`config.mk`:
```
export PLATFORM = sky130hd
export DESIGN_NAME = speech_endpoint_detector
export DESIGN_NICKNAME = d
export VERILOG_FILES = /design/src/sv/sed_pkg.sv /design/src/sv/speech_endpoint_detector.sv
export SDC_FILE = /design/constraint.sdc
export NUM_CORES = 1
export LEC_CHECK = 0
export BUFFER_PORTS_ARGS = -buffer_cell sky130_fd_sc_hd__buf_2
export CORE_ASPECT_RATIO = 0.5
export CORE_MARGIN = 3
export CORE_UTILIZATION = 30
export DETAILED_ROUTE_END_ITERATION = 10
export MAX_ROUTING_LAYER = met4
export PLACE_DENSITY = 0.45
export SYNTH_ARGS = -nofsm -noshare
export SYNTH_HDL_FRONTEND = slang
export SYNTH_SLANG_ARGS = --single-unit
```
`constraint.sdc`:
```
create_clock -name clk -period 6.9 [get_ports clk]
set_input_delay 1.38 -clock clk [delete_from_list [all_inputs] [get_ports clk]]
set_output_delay 1.38 -clock clk [all_outputs]
set_load 0.02 [all_outputs]
```
`src/sv/sed_pkg.sv`:
```
package sed_pkg;

  // Depth of the decision histories unless the top level overrides it.
  localparam int MAX_WINDOW_DEF = 256;

  // An 8-bit window register can never reach more than this many slots.
  localparam int WINDOW_SPAN = 256;

  localparam int WIN_W = 8;

  // Register reset values.
  localparam logic [WIN_W-1:0] START_WINDOW_RST = 8'd25;
  localparam logic [WIN_W-1:0] END_WINDOW_RST   = 8'd25;

  // Register indexes on the configuration port.
  typedef logic [1:0] cfg_index_t;
  localparam cfg_index_t REG_START_WINDOW  = 2'd0;
  localparam cfg_index_t REG_END_WINDOW    = 2'd1;
  localparam cfg_index_t REG_END_ONLY_MODE = 2'd2;

  // Result codes.
  typedef logic [1:0] event_t;
  localparam event_t EV_NONE  = 2'd0;
  localparam event_t EV_START = 2'd1;
  localparam event_t EV_END   = 2'd2;

  // Majority test: count * PCT_SCALE >= PCT_THRESH * window.
  localparam int PCT_SCALE  = 100;
  localparam int PCT_THRESH = 81;

  // Test spacing in frames.
  localparam int CHECK_SHORT = 5;
  localparam int CHECK_LONG  = 10;

endpackage

```
`src/sv/speech_endpoint_detector.sv`:
```
// Each accepted frame gets one result beat; a tested frame first counts the active
// window of W frames, and a detected event then clears its history with a sweep
// over all HIST_DEPTH slots (at most 256).
// Only one frame is in flight: no new input beat is taken until the result beat
// of the last frame is issued, which waits on a stalled result beat.
// Reset is synchronous, then a sweep over all HIST_DEPTH history slots holds off input.
module speech_endpoint_detector #(
  parameter int MAX_WINDOW = sed_pkg::MAX_WINDOW_DEF
) (
  input  logic                clk,
  input  logic                rst,
  input  logic                cfg_we,
  input  sed_pkg::cfg_index_t cfg_index,
  input  logic [7:0]          cfg_data,
  input  logic                in_valid,
  output logic                in_ready,
  input  logic                frame_is_speech,
  input  logic                frame_failed,
  output logic                out_valid,
  input  logic                out_ready,
  output sed_pkg::event_t     event_res
);
  import sed_pkg::*;

  localparam int HIST_DEPTH = (MAX_WINDOW < WINDOW_SPAN) ? MAX_WINDOW : WINDOW_SPAN;
  localparam int AW = $clog2(HIST_DEPTH);
  localparam int PW = 15;

  typedef enum logic [2:0] {
    S_INIT, S_IDLE, S_COUNT, S_MUL, S_CMP, S_CLEAR, S_POST
  } state_t;

  state_t state;

  logic [WIN_W-1:0] start_window, end_window;
  logic             end_only_mode;
  logic             speaking;
  logic [7:0]       ring_position;
  logic [3:0]       check_phase;
  logic [7:0]       frames_seen;

  logic [WIN_W-1:0] win;
  logic             use_end;
  logic             end_only;
  logic [7:0]       k;
  logic             issue;
  logic [7:0]       cnt;
  logic [PW-1:0]    prod_cnt, prod_win;
  logic [AW-1:0]    clr_addr;
  logic             clr_start, clr_end;
  event_t           ev;

  logic start_hist [HIST_DEPTH];
  logic end_hist   [HIST_DEPTH];
  logic rd_start, rd_end;

  // Decode for the frame being accepted.
  logic             acc;
  logic             use_end_now;
  logic [WIN_W-1:0] raw_win, win_now;
  logic [8:0]       pos_inc;
  logic [7:0]       pos_next;
  logic [3:0]       phase_next;
  logic [7:0]       seen_next;
  logic             test_now;

  assign in_ready = (state == S_IDLE);
  assign acc      = in_valid && in_ready;

  always_comb begin
    use_end_now = end_only_mode || speaking;
    raw_win     = use_end_now ? end_window : start_window;
    if (raw_win == '0) begin
      win_now = WIN_W'(1);
    end else if (32'(raw_win) > MAX_WINDOW) begin
      win_now = WIN_W'(MAX_WINDOW);
    end else begin
      win_now = raw_win;
    end
    pos_inc    = {1'b0, ring_position} + 9'd1;
    pos_next   = (pos_inc >= {1'b0, win_now}) ? 8'd0 : pos_inc[7:0];
    phase_next = (check_phase >= 4'(CHECK_LONG - 1)) ? 4'd0 : check_phase + 4'd1;
    seen_next  = (frames_seen == 8'hFF) ? frames_seen : frames_seen + 8'd1;
    test_now   = (seen_next >= win_now) &&
                 ((phase_next == 4'd0) ||
                  (!end_only_mode && phase_next == 4'(CHECK_SHORT)));
  end

  // Write ports: the accepted frame, or the clearing sweep.
  logic          st_we, en_we, st_wd, en_wd;
  logic [AW-1:0] st_wa, en_wa;
  logic          rd_en;

  always_comb begin
    st_we = 1'b0;
    en_we = 1'b0;
    st_wa = pos_next[AW-1:0];
    en_wa = pos_next[AW-1:0];
    st_wd = frame_is_speech;
    en_wd = frame_is_speech;
    if (acc && !frame_failed) begin
      st_we = !use_end_now;
      en_we = use_end_now;
    end else if (state == S_INIT || state == S_CLEAR) begin
      st_we = clr_start;
      en_we = clr_end;
      st_wa = clr_addr;
      en_wa = clr_addr;
      st_wd = 1'b0;
      en_wd = 1'b1;
    end
    rd_en = (state == S_COUNT) && (k != win);
  end

  always_ff @(posedge clk) begin
    if (st_we) start_hist[st_wa] <= st_wd;
    if (en_we) end_hist[en_wa] <= en_wd;
    if (rd_en) begin
      rd_start <= start_hist[k[AW-1:0]];
      rd_end   <= end_hist[k[AW-1:0]];
    end
  end

  always_ff @(posedge clk) begin
    if (rst) begin
      start_window  <= START_WINDOW_RST;
      end_window    <= END_WINDOW_RST;
      end_only_mode <= 1'b0;
    end else if (cfg_we) begin
      unique case (cfg_index)
        REG_START_WINDOW:  start_window  <= cfg_data;
        REG_END_WINDOW:    end_window    <= cfg_data;
        REG_END_ONLY_MODE: end_only_mode <= cfg_data[0];
        default: ;
      endcase
    end
  end

  always_ff @(posedge clk) begin
    if (rst) begin
      state         <= S_INIT;
      speaking      <= 1'b0;
      ring_position <= '0;
      check_phase   <= '0;
      frames_seen   <= '0;
      out_valid     <= 1'b0;
      clr_addr      <= '0;
      clr_start     <= 1'b1;
      clr_end       <= 1'b1;
      issue         <= 1'b0;
    end else begin
      if (out_valid && out_ready && state != S_POST) out_valid <= 1'b0;
      unique case (state)
        S_INIT, S_CLEAR: begin
          clr_addr <= clr_addr + AW'(1);
          if (clr_addr == AW'(HIST_DEPTH - 1)) begin
            clr_addr <= '0;
            state    <= (state == S_INIT) ? S_IDLE : S_POST;
          end
        end
        S_IDLE: begin
          if (acc) begin
            ring_position <= pos_next;
            check_phase   <= phase_next;
            frames_seen   <= seen_next;
            win           <= win_now;
            use_end       <= use_end_now;
            end_only      <= end_only_mode;
            ev            <= EV_NONE;
            k             <= '0;
            cnt           <= '0;
            issue         <= 1'b0;
            state         <= (!frame_failed && test_now) ? S_COUNT : S_POST;
          end
        end
        S_COUNT: begin
          // One slot is read per cycle; its bit is registered in rd_start and rd_end.
          if (k != win) begin
            k     <= k + 8'd1;
            issue <= 1'b1;
          end else begin
            issue <= 1'b0;
          end
          if (issue && (use_end ? !rd_end : rd_start)) cnt <= cnt + 8'd1;
          if (k == win && !issue) state <= S_MUL;
        end
        S_MUL: begin
          prod_cnt <= PW'(cnt) * PW'(PCT_SCALE);
          prod_win <= PW'(win) * PW'(PCT_THRESH);
          state    <= S_CMP;
        end
        S_CMP: begin
          if (prod_cnt >= prod_win) begin
            ring_position <= '0;
            check_phase   <= '0;
            frames_seen   <= '0;
            clr_addr      <= '0;
            if (use_end) begin
              ev        <= EV_END;
              clr_start <= 1'b0;
              clr_end   <= 1'b1;
              if (!end_only) speaking <= 1'b0;
            end else begin
              ev        <= EV_START;
              clr_start <= 1'b1;
              clr_end   <= 1'b0;
              speaking  <= 1'b1;
            end
            state <= S_CLEAR;
          end else begin
            state <= S_POST;
          end
        end
        S_POST: begin
          if (!out_valid || out_ready) begin
            out_valid <= 1'b1;
            event_res <= ev;
            state     <= S_IDLE;
          end
        end
        default: state <= S_INIT;
      endcase
    end
  end

endmodule

```
# == Word level (Yosys, flattened, before mapping) ==
# Memory sizes are Yosys's and may differ from the RTL's. A register that Yosys moved wholly into a read port is not among the register bits.
# Index checks and enable logic that the tools add are counted.
# classes
add_sub_neg,6
mul,2
n_lt_le_gt_ge,4
n_eq_ne,22
n_mux,57
bitwise_logic,1
n_reduce_logical,43
# op_table
cell,n
$mux 8,13
$pmux 8 s2,5
$add 8x1->8 const B,4
$mux 1,22
$mux 3,6
$pmux 3 s6,1
$eq 8x8->1 const B,2
$reduce_and 4->1,4
$ge 15x15->1,1
$mul 8x7->15 const B,1
$reduce_and 2->1,7
$mul 8x5->13 const B,1
$mux 4,3
$reduce_and 3->1,4
$logic_and 1x1->1,10
$add 8x1->9 const B,1
$eq 3x3->1 const B,3
$ge 9x8->1,1
$eq 8x8->1,1
$ge 8x8->1,1
$logic_not 8->1,1
$mux 2,4
$ne 2x1->1 const B,4
$ne 2x2->1 const B,4
20 further kinds,31
# word_totals
reg_bits,111
mem_bits_rw,512
in_bits,17
elab_cells,159
memories,2
# mem_list
name,words,word_bits,rd,rd_ports_with_merged_regs,wr,line_no,text
end_hist,256,1,1,1,1,speech_endpoint_detector.sv:54,logic end_hist [HIST_DEPTH];
start_hist,256,1,1,1,1,speech_endpoint_detector.sv:53,logic start_hist [HIST_DEPTH];

# == Depth between registers and ports, before layout ==
# Gate-level depths: netlist of run 1.
# depth
depth_word,10
ltp_mapped,14

# == Worst setup path before layout of run 1 ==
# OpenSTA, ideal clock, no wires.
# synth_path
path_kind,input to register
start,input frame_is_speech
end,"memory end_hist[0], data pin"
setup_time_ns,0.904
arrival_time_ns,4.802
t_required_ns,5.996
slack_ns,1.194
path_stages,1
n_path_buf,0
path_cell_list,nand2b_1
# synth_between
elab_chain_cells,2
# synth_lines
element,line_no,text
from (decl),speech_endpoint_detector.sv:17,"input logic frame_is_speech,"
$mux 1,speech_endpoint_detector.sv:104,end else if (state == S_INIT || state == S_CLEAR) begin
$mux 1 (*),speech_endpoint_detector.sv:101,if (acc && !frame_failed) begin
to (decl),speech_endpoint_detector.sv:54,
# Every way passes the cells marked *; elsewhere a longest branch is shown, timed or not.

# == Worst setup path after layout of run 1 ==
# layout_path
start,register end_only_mode
end,memory start_hist[198] (enable)
# layout_between
elab_chain_cells,8
# layout_lines
element,line_no,text
from (decl),speech_endpoint_detector.sv:36,logic end_only_mode;
from (signal assigned),speech_endpoint_detector.sv:133,REG_END_ONLY_MODE: end_only_mode <= cfg_data[0];
$logic_or 1x1->1 (*),speech_endpoint_detector.sv:71,use_end_now = end_only_mode || speaking;
$mux 8 (*),speech_endpoint_detector.sv:72,raw_win = use_end_now ? end_window : start_window;
$logic_not 8->1,speech_endpoint_detector.sv:73,if (raw_win == '0) begin
$mux 8 (*),speech_endpoint_detector.sv:73,
named net win_now[0],speech_endpoint_detector.sv:60,"logic [WIN_W-1:0] raw_win, win_now;"
$ge 9x8->1 (*),speech_endpoint_detector.sv:81,"pos_next = (pos_inc >= {1'b0, win_now}) ? 8'd0 : pos_inc[7:0];"
$mux 8 (*),speech_endpoint_detector.sv:81,
$mux 8,speech_endpoint_detector.sv:104,
$mux 8 (*),speech_endpoint_detector.sv:101,
to (decl),speech_endpoint_detector.sv:53,
# The timed path passes the listed nets; every way through them passes the cells marked *.

==> results of run 1 <==
==> cells in the final DEF, fill, tap and decap left out, types with 10 or more instances in the layout <==
| cell | n |
|---|---|
| sky130_fd_sc_hd__clkbuf_16 | 68 |
| sky130_fd_sc_hd__nand4_1 | 12 |
| sky130_fd_sc_hd__mux4_2 | 107 |
| sky130_fd_sc_hd__o22ai_2 | 11 |
| sky130_fd_sc_hd__a22oi_1 | 10 |
| sky130_fd_sc_hd__nand2b_1 | 11 |
| sky130_fd_sc_hd__o22ai_1 | 14 |
| sky130_fd_sc_hd__buf_2 | 20 |
| sky130_fd_sc_hd__nand2_1 | 63 |
| sky130_fd_sc_hd__buf_4 | 75 |
| sky130_fd_sc_hd__ha_1 | 98 |
| sky130_fd_sc_hd__clkinv_1 | 17 |
| sky130_fd_sc_hd__nand3_1 | 27 |
| sky130_fd_sc_hd__and2_1 | 10 |
| sky130_fd_sc_hd__a22o_1 | 14 |
| sky130_fd_sc_hd__o211ai_1 | 17 |
| sky130_fd_sc_hd__xnor2_1 | 34 |
| sky130_fd_sc_hd__mux2i_1 | 78 |
| sky130_fd_sc_hd__nor2b_1 | 10 |
| sky130_fd_sc_hd__inv_1 | 51 |
| sky130_fd_sc_hd__o21ai_0 | 27 |
| sky130_fd_sc_hd__xor2_1 | 12 |
| sky130_fd_sc_hd__a21o_1 | 15 |
| sky130_fd_sc_hd__o221ai_1 | 19 |
| sky130_fd_sc_hd__nor3_1 | 152 |
| sky130_fd_sc_hd__nor2_1 | 441 |
| sky130_fd_sc_hd__dfxtp_1 | 53 |
| sky130_fd_sc_hd__and3_1 | 17 |
| sky130_fd_sc_hd__a21oi_1 | 59 |
| sky130_fd_sc_hd__clkbuf_1 | 12 |
| sky130_fd_sc_hd__a211oi_1 | 15 |
| sky130_fd_sc_hd__edfxtp_1 | 572 |
| sky130_fd_sc_hd__o221ai_2 | 16 |
==> through the flow <==
step,area [um2],hold slack [ns]
4_1_cts,33700,0.430
5_1_grt,33700,0.445
2_1_floorplan,29800,0.400
3_5_place_dp,31700,0.411
6_report,33700,0.429
3_3_place_gp,31700,0.407
==> registers in the layout (all words and copies together) (netlist names), 2 cells and up <==
signal	count
clr_addr	8
end_hist	256
check_phase	4
prod_win	15
start_window	8
event_res	2
ev	2
state	3
ring_position	8
cnt	8
start_hist	256
prod_cnt	13
k	8
frames_seen	8
end_window	8
win	8
==> worst max-delay path, stage by stage (launching register included) <==
cell	delay, ns
sky130_fd_sc_hd__dfxtp_1	0.34
sky130_fd_sc_hd__nor2_1	0.10
sky130_fd_sc_hd__buf_4	0.23
sky130_fd_sc_hd__mux2i_1	0.49
sky130_fd_sc_hd__nand4_1	0.15
sky130_fd_sc_hd__o41ai_1	0.59
sky130_fd_sc_hd__ha_1	0.35
sky130_fd_sc_hd__nand2b_1	0.14
sky130_fd_sc_hd__a21o_1	0.19
sky130_fd_sc_hd__a21oi_2	0.21
sky130_fd_sc_hd__o211ai_4	0.25
sky130_fd_sc_hd__a21oi_1	0.94
sky130_fd_sc_hd__o22ai_2	0.74
sky130_fd_sc_hd__nor3_1	0.38
==> cell usage after synthesis (25+ instances only) <==
master / instances / share of area, %
sky130_fd_sc_hd__ha_1: 98 / 4.1
sky130_fd_sc_hd__nand2_1: 65 / 0.82
sky130_fd_sc_hd__edfxtp_1: 572 / 58
sky130_fd_sc_hd__buf_2: 44 / 0.74
sky130_fd_sc_hd__inv_1: 51 / 0.64
sky130_fd_sc_hd__o22ai_1: 25 / 0.52
sky130_fd_sc_hd__nand3_1: 27 / 0.45
sky130_fd_sc_hd__o21ai_0: 27 / 0.45
sky130_fd_sc_hd__mux4_2: 107 / 8.1
sky130_fd_sc_hd__mux2i_1: 78 / 2.6
sky130_fd_sc_hd__nor2_1: 441 / 5.6
sky130_fd_sc_hd__clkbuf_1: 98 / 1.2
sky130_fd_sc_hd__dfxtp_1: 53 / 3.6
sky130_fd_sc_hd__xnor2_1: 34 / 1.0
sky130_fd_sc_hd__nor3_1: 152 / 2.6
sky130_fd_sc_hd__o221ai_1: 28 / 0.82
sky130_fd_sc_hd__a21oi_1: 59 / 0.99
==> power by group through the flow <==
stage	Sequential (uW)	Clock (uW)	Combinational (uW)
detailed placement	4170	0	139
floorplan	4160	0	68.4
global placement	4170	0	138
global route	4080	3690	149
finish	4080	3430	138
CTS	4080	3540	139
==> worst min-delay path by stage <==
stage	startpoint	end	slack, ns
global route	ev[0]	event_res[0]	0.45
floorplan	ev[0]	event_res[0]	0.40
CTS	ev[0]	event_res[0]	0.43
finish	ev[0]	event_res[0]	0.43
detailed placement	ev[0]	event_res[0]	0.41
global placement	ev[0]	event_res[0]	0.41
==> routing by layer <==
metal	part of all wire, %	vias to the layer above
li1	-	8623
met4	1.7	0
met1	48	9726
met5	0	-
met3	5.1	109
met2	45	410
==> final cells by class <==
class	count	area share [%]
sequential	625	54.1
multi-input combinational	1430	32.3
clock buffer	82	5.26
tap	1328	4.93
timing repair buffer	98	2.15
clock inverter	36	0.727
inverter	52	0.579
==> cells by family (layout without fill, tap and decap cells) <==
| family | after synthesis | in the layout |
|---|---|---|
| AND/OR/NAND/NOR | 786 | 786 |
| flip-flops | 625 | 625 |
| AO/OA/AOI/OAI | 305 | 305 |
| buffers and inverters | 214 | 268 |
| multiplexers | 189 | 189 |
| adder cells (fa/ha/maj) | 103 | 103 |
| XOR/XNOR | 47 | 47 |
==> results.txt, run 1 <==
The height of the die is 229 um. The tools report the worst setup path startpoint as end_only_mode. The slack of the critical path was 1.46 ns; the all-layer global routing usage was 16.6%. Summing all flip-flop and latch instances after layout gives 0.0182 mm2. The run gives 3.11% as the met3 track utilization from global routing. From synthesis to final layout, the design area changed by 13.1%.

The count of pins on the block boundary came out at 21. The internal power summed over all cells is 6020 uW. Global routing used 25.1% of the available met2 tracks. Averaged over all synthesized cells, the footprint is 13.1 um2. The number of gates resized after CTS was 0.

Most used flip-flop cell after synthesis: sky130_fd_sc_hd__edfxtp_1. The wire length of the first global-routing pass came out at 125,000 um. Count of buffers from port buffering: 20. Simple-gate share of the synthesized area: 11.6%.

Multiplexer cells account for 10.9% of the synthesized area. The worst setup path is captured at a flip-flop. The run gives 2 as the initial antenna violation count.

Clock tree synthesis selected as its root buffer the cell sky130_fd_sc_hd__clkbuf_16. Setup violations remaining at the end of the flow were counted as 0. The tools report the via count of the first global-routing pass as 19,000. For the setup slack of the most critical reg-to-reg path, the log shows 1.46 ns. The flow ran to the end, and the final reports show no timing, DRC or antenna violations.

Timing analysis after detailed placement gives a worst setup slack of 1.56 ns. Power density over the cells: 227 mW/mm2. From left edge to right edge, the die measures 452 um. The normalized max-slew margin is 10.4%, and the register bit count reported by yosys is 625.

VDD sags by at most 0.142 mV. Of the total synthesized cell area, the portion taken by XOR and XNOR cells is 1.41%. The design draws 7650 uW.

The detailed-route DRC error count came out at 0. The filler cells instantiated in the layout total 9,759. In this run, the clock network consumes 44.8% of the power. STA puts the critical path data required time at 7.21 ns. Clock network latency to the later pin of the worst-skew pair: 0.64 ns. The first detailed-routing pass ran for 6 iterations. Starting utilization of the core area: 30.4%.

In this run the deepest clock path goes through 3 buffers. After clock tree synthesis, the clock-pin slew on the worst setup and hold paths is 0.06 ns. Dividing the detail-routed via count by the number of cells gives 5.17. After legalization and detailed placement, the total HPWL measured 51,000 um. The dominant combinational cell family by area after synthesis is simple AND/OR/NAND/NOR gates. The final layout contains routed wiring with a total length of 82,900 um. Sequential cells account for 53.4% of the total power. The multi-input combinational cells in the finished layout cover a total of 0.0109 mm2.

In the global route stage, met1 resource usage came out at 23.0%. At the end of routability-driven placement, the weighted congestion stood at 0.811. In this run the number of H-tree levels came out at 3. For the floorplan die area, the log shows 0.103 mm2. The worst setup path is of the reg2reg kind.

Cells with a size suffix above 1 make up 15.4% of the layout. For the count of warnings emitted by yosys, the log shows 0. Setup repair after global routing left no endpoint under its margin.

For this design, the sink count on the clock tree is 625. The detail-routed net length per standard cell works out to 22.7 um. The repair_antennas step left the layout with diodes totalling 0.

Following the worst setup path forward leads to its endpoint at start_hist[198]. The logs give 0 for the leftover overflow at the end of global routing and 1640 uW for the net switching power figure. The run gives 0 as the number of endpoints with negative hold slack in the final report. Data on the critical path arrives at its endpoint at 5.75 ns. Entering global routing, the biggest net connects 114 pins. The max-cap check violation count is 0.

The endpoint of the worst-slack reg-to-reg timing path is start_hist[198]. The tools report the combinational fraction of design power as 1.8%. The number of nets handed over by synthesis was 2,389. The worst flop-to-flop path startpoint is end_only_mode. The async set or reset register ratio after synthesis is 0%. The worst path uses 78.9% of the clock period. For the worst flop-to-flop path, the logic depth is 13. The netlist uses 76 different library cells. The analysis attributes to cell leakage a power of 0.0117 uW. The minimum clock period came out at 5.44 ns.

After the first detailed-routing iteration, the DRC count stood at 1,686. The timing-limited maximum frequency was 0.184 GHz. The startpoint type of the worst setup path was a flip-flop.

The worst min-delay path class is reg2reg. The number of nets in the finished design is 2,394, and the total core area is 0.0981 mm2. At the pin with the least slew margin, the transition time is 1.34 ns. The fraction of power spent switching nets works out to 21.4%. TritonCTS built the clock tree. For this run, the number of standard cells in the final layout without fillers is 3,651.

The clock skew after layout came out at 0.0236 ns. Clock tree synthesis inserted a total of 67 buffers. The peak fanout along the critical path was 16; the total setup buffers inserted after CTS was 0.

The total count of max-transition violations in the final report was 0; the number of rows in the core area was 81. In this run, synthesis inferred 572 flip-flops with an integrated enable. After technology mapping, the gate count stands at 2,269. For this run, the register share of the synthesized area comes to 61.2%.

The adder-cell share of the synthesized area is 4.45%, and the cell depth of the worst hold path is 0. Final design utilization: 34.4%. Count of hold-fix buffers inserted at cts: 0.

The area of the mapped netlist came out at 0.0298 mm2. Most congested layer reported by global routing: met2. The detail route stage leaves a number of antenna-violating nets equal to 0. The routed layout has 18,900 vias. The fraction of the mapped netlist area in compound gates came out at 7.48%. The sum of negative setup slack is 0 ns.

The placed instance count is 3,533.
(Power assumes the default switching activity.)
==> inputs of run 2 (changes only) <==
- clock period: 6.9 -> 5.2 ns (I/O delays scaled with it)
==> run 2 against run 1 <==
  * Sequential power rose by 33%
  * First-iteration DRC count rose by 8.2%
  * Fmax rose by 16%
  * Global-route usage rose by 0.70 points
  * Combinational power rose by 43%
  * Largest cell class unchanged
==> results.txt, run 2 (synthesized netlist as in run 1, its figures left out) <==
The floorplan die area was 0.103 mm2 (unchanged); the cell depth of the worst hold path was 0 (unchanged). Endpoint of the worst-slack reg-to-reg timing path: start_hist[160] (was start_hist[198]). The run gives 2,440 (was 2,394) as the number of nets in the finished design. The worst min-delay path class was reg2reg (unchanged). The clock input transition at the sequential cells of the worst setup and hold paths works out to 0.06 ns (about the same). The weighted congestion reported at the end of routability-driven placement is 0.802 (was 0.811), and the minimum clock period is 4.71 ns (was 5.44 ns).

The run gives 86,400 um (was 82,900 um) as the sum of routed wire length over all layers. CTS root buffer: sky130_fd_sc_hd__clkbuf_16 (unchanged). The tools report the total setup buffers inserted after CTS as 0 (unchanged). The count of buffers from port buffering was 20 (unchanged).

The layout-stage area growth over the synthesis result was 14.6% (was 13.1%). The tightest hold margin was 0.426 ns (was 0.429 ns). The tools report the sum of negative setup slack as 0 ns (unchanged). The detailed-route DRC error count was 0 (unchanged); the chip width was 452 um (unchanged). The number of cells on the worst reg-to-reg path was 13 (unchanged); the starting utilization of the core area was 30.4% (unchanged). The height of the die was 229 um (unchanged). The number of gates resized after CTS is 0 (unchanged), and the power density over the cells is 300 mW/mm2 (was 227 mW/mm2). The logs give 68 (was 67) for the total CTS buffers and 0.49 ns (was 1.46 ns) for the setup slack of the most critical reg-to-reg path. The logs give 10,200 uW (was 7650 uW) for the post-route total power and 21 (unchanged) for the count of pins on the block boundary. TritonCTS built the clock tree. Commonest non-fill, non-tap cells in the layout: sky130_fd_sc_hd__edfxtp_1 (572), sky130_fd_sc_hd__nor2_1 (440), sky130_fd_sc_hd__nor3_1 (152) (was sky130_fd_sc_hd__edfxtp_1 (572), sky130_fd_sc_hd__nor2_1 (441), sky130_fd_sc_hd__nor3_1 (152)). The number of endpoints with negative hold slack in the final report was 0 (unchanged).

Total count of max-transition violations in the final report: 0 (unchanged). The final setup violation count is 0 (unchanged), and the detail-routed net length per standard cell is 23.3 um (was 22.7 um). The type of the worst setup path was reg2reg (unchanged). The tools report the number of diodes as 0 (unchanged). Largest registers: end_hist: 256 flops, start_hist: 256 flops, prod_win: 15 flops (unchanged). The clock sink count was 625 (unchanged). The via-per-instance ratio is 5.19 (was 5.17), and the transition time of the tightest slew-check pin is 1.31 ns (was 1.34 ns). The proportion of layout cells with a drive suffix above 1 came out at 16.9% (was 15.4%). The static leakage was 0.0119 uW (was 0.0117 uW).

Most frequent standard cell in the layout excluding fill and tap cells: sky130_fd_sc_hd__edfxtp_1 (unchanged). The startpoint type of the worst setup path was a flip-flop (unchanged). The tools report the normalized max-slew margin as 11.9% (was 10.4%). Setup repair after global routing left no endpoint under its margin.

The detailed-router iteration count before antenna repair came out at 5 (was 6). The area taken by flip-flops and latches was 0.0182 mm2 (unchanged); the filler cell count was 9,732 (was 9,759). The data arrival time of the critical path was 5.02 ns (was 5.75 ns); the count of nets left with antenna violations after detail routing was 0 (unchanged). The all-layer global routing usage is 17.3% (was 16.6%). Critical path required time: 5.51 ns (was 7.21 ns).

The via count of the routed design was 19,200 (was 18,900); the placed wire-length estimate after detailed placement was 52,600 um (was 51,000 um). The deepest clock path buffer count is 3 (unchanged). The initial antenna violation count was 0 (was 2). The via count of the first global-routing pass was 19,500 (was 19,000).

The largest net degree at the start of global routing is 102 (was 114). Worst hold path endpoint: event_res[0] (unchanged). The tools report the initial detailed-routing violation count as 1,825 (was 1,686). The flow ran to the end, and the final reports show no timing, DRC or antenna violations. The run gives 0.0109 mm2 (about the same) as the area occupied by multi-input gates. The portion of the clock cycle consumed by the worst path in the final layout was 90.6% (was 78.9%). The total core area was 0.0981 mm2 (unchanged). The critical hold path startpoint was ev[0] (unchanged). For the timing-limited maximum frequency, the log shows 0.212 GHz (was 0.184 GHz).

The run gives 0 (unchanged) as the leftover overflow at the end of global routing. The max-cap check violation count came out at 0 (unchanged). Worst flop-to-flop path startpoint: end_only_mode (unchanged). The nature of the critical path endpoint is a flip-flop (unchanged).

The worst vdd rail ir drop was 0.211 mV (was 0.142 mV). The maximum level of the CTS H-tree was 3 (unchanged); the peak fanout along the critical path was 16 (unchanged). The logs give 0.0169 ns (was 0.0236 ns) for the clock skew after layout and 81 (unchanged) for the number of rows in the core area. The clock network latency to the later pin of the worst-skew pair was 0.61 ns (was 0.64 ns). For the wire length of the first global-routing pass, the log shows 131,000 um (was 125,000 um). The tools report the count of hold-fix buffers inserted at cts as 0 (unchanged).
## run 2: area by class of cell
| class | count | area share (%) |
|---|---|---|
| multi-input combinational | 1430 | 31.8 |
| sequential | 625 | 53.4 |
| inverter | 52 | 0.572 |
| timing repair buffer | 143 | 3.29 |
| tap | 1328 | 4.87 |
| clock buffer | 88 | 5.36 |
| clock inverter | 34 | 0.692 |
## run 2: how the worst max path moves through the flow
stage	from	endpoint	slack, ns
floorplan	rst	prod_cnt[10]	0.51
global placement	end_only_mode	start_hist[160]	0.37
detailed placement	end_only_mode	start_hist[160]	0.26
CTS	end_only_mode	start_hist[160]	0.24
global route	end_only_mode	start_hist[160]	0.19
finish	end_only_mode	start_hist[160]	0.49
## run 2: power breakdown
group          leakage, uW  internal [uW]  switching [uW]
clock             0.000998           2590            2030
combinational      0.00457           50.5             147
sequential         0.00632           5410            8.63
total               0.0119           8050            2190
## run 2: per-stage QoR
step                utilization [%]  worst slack (ns)  instance area [um2]  instances
global placement               32.7             0.366                32100       3578
floorplan                         -             0.513                29800       2269
finish                         34.8             0.488                34100       3700
CTS                            34.8             0.243                34100       3700
global route                   34.8             0.194                34100       3700
detailed placement             32.7             0.257                32100       3578
## run 2: metal layers
layer  track usage, %  vias up  share of wire (%)
li1                 -     8726                  -
met2             26.9      433                 47
met3             2.45      105                4.9
met4             3.52        0                1.6
met1             24.0     9951                 47
met5                -        -                  0
## run 2: critical path, cell delays in order (launching register included)
cell,delay (ns)
sky130_fd_sc_hd__dfxtp_1,0.35
sky130_fd_sc_hd__nor2_2,0.39
sky130_fd_sc_hd__buf_4,0.23
sky130_fd_sc_hd__mux2i_1,0.27
sky130_fd_sc_hd__nand4_1,0.14
sky130_fd_sc_hd__o41ai_1,0.46
sky130_fd_sc_hd__ha_1,0.33
sky130_fd_sc_hd__nand2b_1,0.14
sky130_fd_sc_hd__a21o_1,0.18
sky130_fd_sc_hd__a21oi_2,0.21
sky130_fd_sc_hd__o211ai_4,0.26
sky130_fd_sc_hd__a211oi_2,0.71
sky130_fd_sc_hd__o221ai_2,0.44
sky130_fd_sc_hd__nor3_1,0.29
